[config.mk]
export PLATFORM = sky130hd
export DESIGN_NAME = ppc_ctrl
export DESIGN_NICKNAME = d
export VERILOG_FILES = /design/src/rtl/ppc_pkg.sv /design/src/rtl/ppc_ctrl.sv
export VERILOG_INCLUDE_DIRS = /design/src /design/src/rtl
export SDC_FILE = /design/constraint.sdc
export NUM_CORES = 1
export LEC_CHECK = 0
export ABC_AREA = 0
export BUFFER_PORTS_ARGS = -buffer_cell sky130_fd_sc_hd__clkbuf_2
export CAP_MARGIN = 20
export CORE_MARGIN = 2
export CORE_UTILIZATION = 40
export CTS_CLUSTER_SIZE = 24
export DETAILED_ROUTE_END_ITERATION = 7
export GPL_ROUTABILITY_DRIVEN = 0
export PLACE_DENSITY = 0.71
export SYNTH_ARGS = -nofsm -noshare
export SYNTH_HDL_FRONTEND = slang
export SYNTH_SLANG_ARGS = --single-unit
[constraint.sdc]
create_clock -name clk_i -period 4.66 [get_ports clk_i]
set_input_delay 1.398 -clock clk_i [delete_from_list [all_inputs] [get_ports clk_i]]
set_output_delay 1.398 -clock clk_i [all_outputs]
set_load 0.01 [all_outputs]
[src/rtl/pairwise_probability_coupling_assert.svh]
// Assertion macros shared by the coupling block.
`ifndef PAIRWISE_PROBABILITY_COUPLING_ASSERT_SVH
`define PAIRWISE_PROBABILITY_COUPLING_ASSERT_SVH

// Implication checked on every clock edge outside reset.
`define PPC_ASSERT_IMP(label, clk, rst_n, ante, cons) \
  label: assert property (@(posedge clk) disable iff (!rst_n) (ante) |-> (cons)) \
    else $error("assertion failed");

// Implication whose consequent is checked in the cycle after the antecedent.
`define PPC_ASSERT_NEXT(label, clk, rst_n, ante, cons) \
  label: assert property (@(posedge clk) disable iff (!rst_n) (ante) |=> (cons)) \
    else $error("assertion failed");

`endif

[src/rtl/ppc_pkg.sv]
package ppc_pkg;

  localparam int unsigned IdxW   = 4;
  localparam int unsigned ProbW  = 17;
  localparam int unsigned KW     = 5;
  localparam int unsigned TotW   = 22;
  localparam int unsigned IndexCap = 16;
  localparam logic [ProbW-1:0] OneQ16 = 17'h10000;

  // Divider operations.
  typedef enum logic [1:0] {
    DIV_RECIP = 2'd0,
    DIV_SCORE = 2'd1,
    DIV_NORM  = 2'd2
  } div_op_e;

  // Commands from the controller to the datapath.
  typedef struct packed {
    logic           store_pair;
    logic           clear_acc;
    logic           rd_req;     // read pair_store at (ci, cj)
    logic           acc_recip;  // add divider quotient into accumulator
    logic           mark_zero;  // a zero probability was read
    logic           div_start;
    div_op_e        div_op;
    logic           save_score; // write score of class ci
    logic           clear_total;
    logic           clr_row;    // clear every valid bit of the store
    logic [IdxW-1:0] ci;
    logic [IdxW-1:0] cj;
  } ppc_cmd_t;

  // Status from the datapath to the controller.
  typedef struct packed {
    logic div_done;
    logic rd_zero;
    logic total_zero;
  } ppc_stat_t;

endpackage

[src/rtl/ppc_ctrl.sv]
`include "pairwise_probability_coupling_assert.svh"
module ppc_ctrl import ppc_pkg::*; (
  input  logic            clk_i,
  input  logic            rst_ni,
  input  logic            in_req_i,
  input  logic            last_i,
  input  logic            pair_ok_i,
  input  logic [KW-1:0]   k_i,
  input  ppc_stat_t       stat_i,
  input  logic            out_ready_i,
  output logic            in_ready_o,
  output ppc_cmd_t        cmd_o,
  output logic            out_valid_o,
  output logic            degen_o,
  output logic            out_last_o,
  output logic [IdxW-1:0] out_idx_o
);

  typedef enum logic [2:0] {
    S_IDLE, S_READ, S_CHECK, S_RECIP, S_SCORE, S_NORM, S_EMIT
  } state_e;

  state_e          state_q;
  logic [IdxW-1:0] ci_q, cj_q;
  logic            out_valid_q, degen_q;
  logic            busy_div_q;
  logic [IdxW-1:0] kmax;

  assign kmax = IdxW'(k_i - 5'd1);
  assign in_ready_o  = (state_q == S_IDLE);
  assign out_valid_o = out_valid_q;
  assign degen_o     = degen_q;
  assign out_last_o  = (ci_q == kmax);
  assign out_idx_o   = ci_q;

  always_comb begin
    cmd_o = '0;
    cmd_o.ci = ci_q;
    cmd_o.cj = cj_q;
    cmd_o.div_op = DIV_RECIP;
    unique case (state_q)
      S_IDLE: begin
        cmd_o.store_pair  = in_req_i && pair_ok_i;
        cmd_o.clear_acc   = in_req_i && last_i;
        cmd_o.clear_total = in_req_i && last_i;
      end
      S_READ:  cmd_o.rd_req = (cj_q != ci_q);
      S_CHECK: begin
        cmd_o.mark_zero = stat_i.rd_zero;
        cmd_o.div_start = !stat_i.rd_zero;
      end
      S_RECIP: cmd_o.acc_recip = stat_i.div_done;
      S_SCORE: begin
        cmd_o.div_op    = DIV_SCORE;
        cmd_o.div_start = !busy_div_q;
        cmd_o.save_score = busy_div_q && stat_i.div_done;
        // The next class starts from an empty accumulator.
        cmd_o.clear_acc  = busy_div_q && stat_i.div_done;
      end
      S_NORM: begin
        cmd_o.div_op    = DIV_NORM;
        cmd_o.div_start = !busy_div_q && !stat_i.total_zero;
      end
      S_EMIT: cmd_o.clr_row = out_ready_i && (ci_q == kmax);
      default: ;
    endcase
  end

  always_ff @(posedge clk_i or negedge rst_ni) begin
    if (!rst_ni) begin
      state_q     <= S_IDLE;
      ci_q        <= '0;
      cj_q        <= '0;
      out_valid_q <= 1'b0;
      degen_q     <= 1'b0;
      busy_div_q  <= 1'b0;
    end else begin
      unique case (state_q)
        S_IDLE: if (in_req_i && last_i) begin
          ci_q <= '0;
          cj_q <= '0;
          state_q <= S_READ;
        end
        S_READ: begin
          if (cj_q == ci_q) begin
            if (cj_q == kmax) state_q <= S_SCORE;
            else cj_q <= cj_q + 1'b1;
          end else state_q <= S_CHECK;
        end
        S_CHECK: state_q <= stat_i.rd_zero ? S_SCORE : S_RECIP;
        S_RECIP: if (stat_i.div_done) begin
          if (cj_q == kmax) state_q <= S_SCORE;
          else begin
            cj_q <= cj_q + 1'b1;
            state_q <= S_READ;
          end
        end
        S_SCORE: begin
          if (!busy_div_q) busy_div_q <= 1'b1;
          else if (stat_i.div_done) begin
            busy_div_q <= 1'b0;
            cj_q <= '0;
            if (ci_q == kmax) begin
              ci_q <= '0;
              state_q <= S_NORM;
            end else begin
              ci_q <= ci_q + 1'b1;
              state_q <= S_READ;
            end
          end
        end
        S_NORM: begin
          if (stat_i.total_zero) begin
            degen_q <= 1'b1;
            out_valid_q <= 1'b1;
            state_q <= S_EMIT;
          end else if (!busy_div_q) busy_div_q <= 1'b1;
          else if (stat_i.div_done) begin
            busy_div_q <= 1'b0;
            degen_q <= 1'b0;
            out_valid_q <= 1'b1;
            state_q <= S_EMIT;
          end
        end
        S_EMIT: if (out_ready_i) begin
          out_valid_q <= 1'b0;
          if (ci_q == kmax) state_q <= S_IDLE;
          else begin
            ci_q <= ci_q + 1'b1;
            state_q <= S_NORM;
          end
        end
        default: state_q <= S_IDLE;
      endcase
    end
  end

  // Results are offered only while emitting and never overlap intake.
  `PPC_ASSERT_IMP(a_no_out_idle, clk_i, rst_ni, out_valid_q, state_q == S_EMIT)
  `PPC_ASSERT_IMP(a_ready_idle, clk_i, rst_ni, in_ready_o, !out_valid_q)
  `PPC_ASSERT_NEXT(a_emit_hold, clk_i, rst_ni, out_valid_q && !out_ready_i,
                   out_valid_q && $stable(ci_q))

endmodule

Word-level counts from Yosys, hierarchy flattened

Index checks and enable logic that the tools add are counted.

Muxes and demuxes: 50
Equality and inequality tests: 21
Reductions and logical operators: 21
Add/subtract/negate cells: 3

Operator list:

| operator                                             | count |
|---|---|
| 2-to-1 mux 4 bit                                     | 11 |
| 2-to-1 mux 3 bit                                     | 14 |
| case mux 3 bit (7 select lines)                      | 1 |
| 2-to-1 mux 1 bit                                     | 17 |
| case mux 4 bit (4 select lines)                      | 1 |
| inequality test 2 bit (second input constant)        | 7 |
| equality test 4 bit                                  | 3 |
| case mux 4 bit (3 select lines)                      | 1 |
| AND reduction 6 bit                                  | 2 |
| equality test 3 bit (second input constant)          | 3 |
| inequality test 3 bit (second input constant)        | 3 |
| adder 4 x 1 -> 4 bit (second input constant)         | 2 |
| AND reduction 8 bit                                  | 1 |
| nonzero test 2 bit                                   | 4 |
| equality test 3 x 2 -> 1 bit (second input constant) | 2 |
| case mux 1 bit (2 select lines)                      | 3 |
| logical AND 1 bit                                    | 5 |
| inequality test 4 bit                                | 1 |
| case mux 2 bit (2 select lines)                      | 1 |
| AND reduction 4 bit                                  | 1 |
| nonzero test 4 bit                                   | 1 |
| subtractor 4 x 1 -> 4 bit (second input constant)    | 1 |
| equality test 3 x 1 -> 1 bit (second input constant) | 1 |
| logical NOT 1 bit                                    | 3 |
| 6 further kinds                                      | 6 |

Flip-flop bits (word level): 14
Output and inout port bits: 27

Logic depth before layout (Yosys ltp)

Depth in word-level cells: 6
Depth in mapped cells: 7

Worst setup path before layout

No wires, ideal clock.

Path kind: input-to-output
Start point: in k_i[0]
End point: out cmd_o[8] (netlist bit)
Path slack: 0.706 ns
Arrival: 2.556 ns
Data required time: 3.262 ns
Stages: 6
Path through: inv_1 -> ha_1 -> xor2_1 -> nand3_1 -> nor2_2 -> and4_1

RTL lines:

| element            | RTL line       | text |
|---|---|---|
| start: declaration | ppc_ctrl.sv:8  | `input logic [KW-1:0] k_i,` |
| end: declaration   | ppc_ctrl.sv:12 | `output ppc_cmd_t cmd_o,` |

==> flow_summary.toml <==
[logic_synthesis]
synth_edf_count = 0
synth_top_area_share = 0.277
synth.most_common_cell = "dfrtp_1"
yosysWarnings = 0
synth_fp_nets = 161
netlist_instances = 144
synth_area_per_cell_um2 = 8.78
synthFlopType = "dfrtp_1"
ys_seq_area_frac = 0.277
synthesis.area_um2 = 1260
synthTopCellsByCount = "14 x dfrtp_1, 11 x inv_1, 10 x nor2_1"
ys_async_sr_fraction = 1.00
ys_types = 54
synth_area_leaders = "dfrtp_1 28%, xnor2_1 4.8%, inv_1 3.3%"
synth-seq-cells = 14
yosys.area.top_type = "dfrtp_1"

[global_route]
grt_antenna_before_repair = 0
grt_usage = 0.190
grt_max_degree = 19
grt_pass1_wl_mm = 5.15
grt_overflow = 0
grt_pass1_vias = 1140

[routing]
initialDrtViolationCount = 31
avgViaCountPerCell = 5.50
firstDrtPassIters = 5
ant_nets = 0
wl_mm = 3.04
post_drt_wl_per_cell_um = 13.6
dr_total_vias = 1226
post-route-drc-count = 0

[worst_setup_path]
cp.required_ns = 3.26
cp.arrival_ns = 2.89
cp-end-kind = "primary output"
path_class = "in2out"
worst_setup_path_start_kind = "input port"
cp_max_fo = 7

[clocking]
cts_setup_buffers = 0
clk_pin_slew_ns = 0.10
clock_sinks = 14
cts_hold_buf = 0
cts_root_buf = "clkbuf_4"
cts_tree = "yes"
clk_latency_ns = 0.29
cts_inserted_buffers = 3
clock_path_buffers = 2
postCtsResizedCells = 0
cts_max_level = 1

[timing]
fin_worst_skew_ns = 0.00588
timing.final.crit_share = 0.919
maxSlewViolCount = 0
postLayoutSetupSlackWorst_ns = 0.376
hold_viol_final = 0
tns_ns = 0
slew_headroom = 0.628
finalSetupViolCount = 0
fin_crit_ns = 4.28
max_freq_mhz = 233
rsz0062_at_grt = "no"
worst_pin_slew_ns = 0.555

[floorplanning]
ios = 41
start_util = 0.418
die_area_um2 = 3630
die_h_um = 60.2
die_x_um = 60.2
fp.coreArea_um2 = 3030
rows = 20

[finish]
n_fill_cell = 286
antennaDiodeCount = 0
drive_above_1_share = 0.318
area_delta_synth_final_pct = 18.4
nNetsFinal = 197

[power]
leakagePower_uw = 0.000732
ir_drop_uv = 259
powerDensity_nw_per_um2 = 582

[placed_design]
hpwlAfterDp_mm = 2.35
numPortBuffers = 39
place_ws_ns = 0.400

[hold_path]
hold_path_class = "reg2reg"

[flow_run]
drv_cap = 0

[run_status]
outcome = "finished clean"
## area by class of cell
type	instances	area, µm²	area share
well taps	44	55.1	0.0368
clock buffers	4	36.3	0.0242
multi-input cells	111	820	0.547
inverters	11	41.3	0.0276
flip-flops and latches	14	350	0.234
repair buffers	39	195	0.130
## cells in the final DEF (no fill, tap or decap), types with 3 or more instances in the layout
| master | n |
|---|---|
| clkbuf_4 | 3 |
| nor2_1 | 10 |
| nand2_1 | 9 |
| a21oi_1 | 5 |
| dfrtp_1 | 14 |
| o21ai_0 | 5 |
| nand3_1 | 5 |
| a31oi_1 | 3 |
| xnor2_1 | 7 |
| a221o_1 | 3 |
| clkbuf_2 | 39 |
| xor2_1 | 3 |
| ha_1 | 3 |
| and3_1 | 5 |
| inv_1 | 11 |
| or3_1 | 4 |
| nand2b_1 | 3 |
## where the power goes
group | internal [µW] | switching [µW]
clock network | 47.6 | 44.7
registers | 163 | 92.9
logic | 242 | 281
total | 453 | 419
## state kept, by name (all words and copies together) (netlist names)
register	cells
busy_div_q	1
cj_q	4
degen_o	1
out_idx_o	4
out_valid_o	1
state_q	3
## per-stage QoR
stage / hold slack, ns / instances / instance area (µm²) / util / total power (µW)
2_1_floorplan: 0.533 / 144 / 1260 / - / 642
3_3_place_gp: 0.490 / 219 / 1460 / 0.483 / 761
3_5_place_dp: 0.494 / 219 / 1460 / 0.483 / 779
4_1_cts: 0.518 / 223 / 1500 / 0.495 / 873
5_1_grt: 0.553 / 223 / 1500 / 0.495 / 953
6_report: 0.511 / 223 / 1500 / 0.495 / 872
## critical path, stage by stage
cell      delay, ns
clkbuf_2       0.14
inv_1          0.05
ha_1           0.33
xor2_1         0.16
nand3_1        0.16
nor2_2         0.28
and4_1         0.22
clkbuf_2       0.13
## worst paths after layout
kind	start	end	slack, ns	depth (start not counted)
min reg2reg	degen_o$_DFFE_PN0P_	degen_o$_DFFE_PN0P_	0.51	1
max	k_i[0]	cmd_o[8]	0.38	8
min	degen_o$_DFFE_PN0P_	degen_o$_DFFE_PN0P_	0.51	1
min in group asynchronous	rst_ni	out_valid_o$_DFFE_PN0P_	1.01	1
max reg2reg	state_q[0]$_DFFE_PN0P_	state_q[0]$_DFFE_PN0P_	2.51	5
max in group asynchronous	rst_ni	out_idx_o[2]$_DFFE_PN0P_	3.36	1
## kinds of logic (layout without fill, tap and decap cells)
logic type / count (synthesis) / count (layout) / share of synthesized area
compound gates: 33 / 33 / 0.196
xor+xnor: 14 / 14 / 0.132
fa+ha+maj: 3 / 3 / 0.0297
buf+inv: 19 / 54 / 0.0752
flops: 14 / 14 / 0.277
mux: 3 / 3 / 0.0257
simple gates: 58 / 58 / 0.265
## layer usage
| layer | track usage | part of all wire |
|---|---|---|
| met1 | 0.241 | 0.42 |
| met2 | 0.332 | 0.50 |
| met3 | 0.0195 | 0.060 |
| met4 | 0.0667 | 0.014 |
| met5 | 0 | 0 |
(Power assumes the default switching activity.)
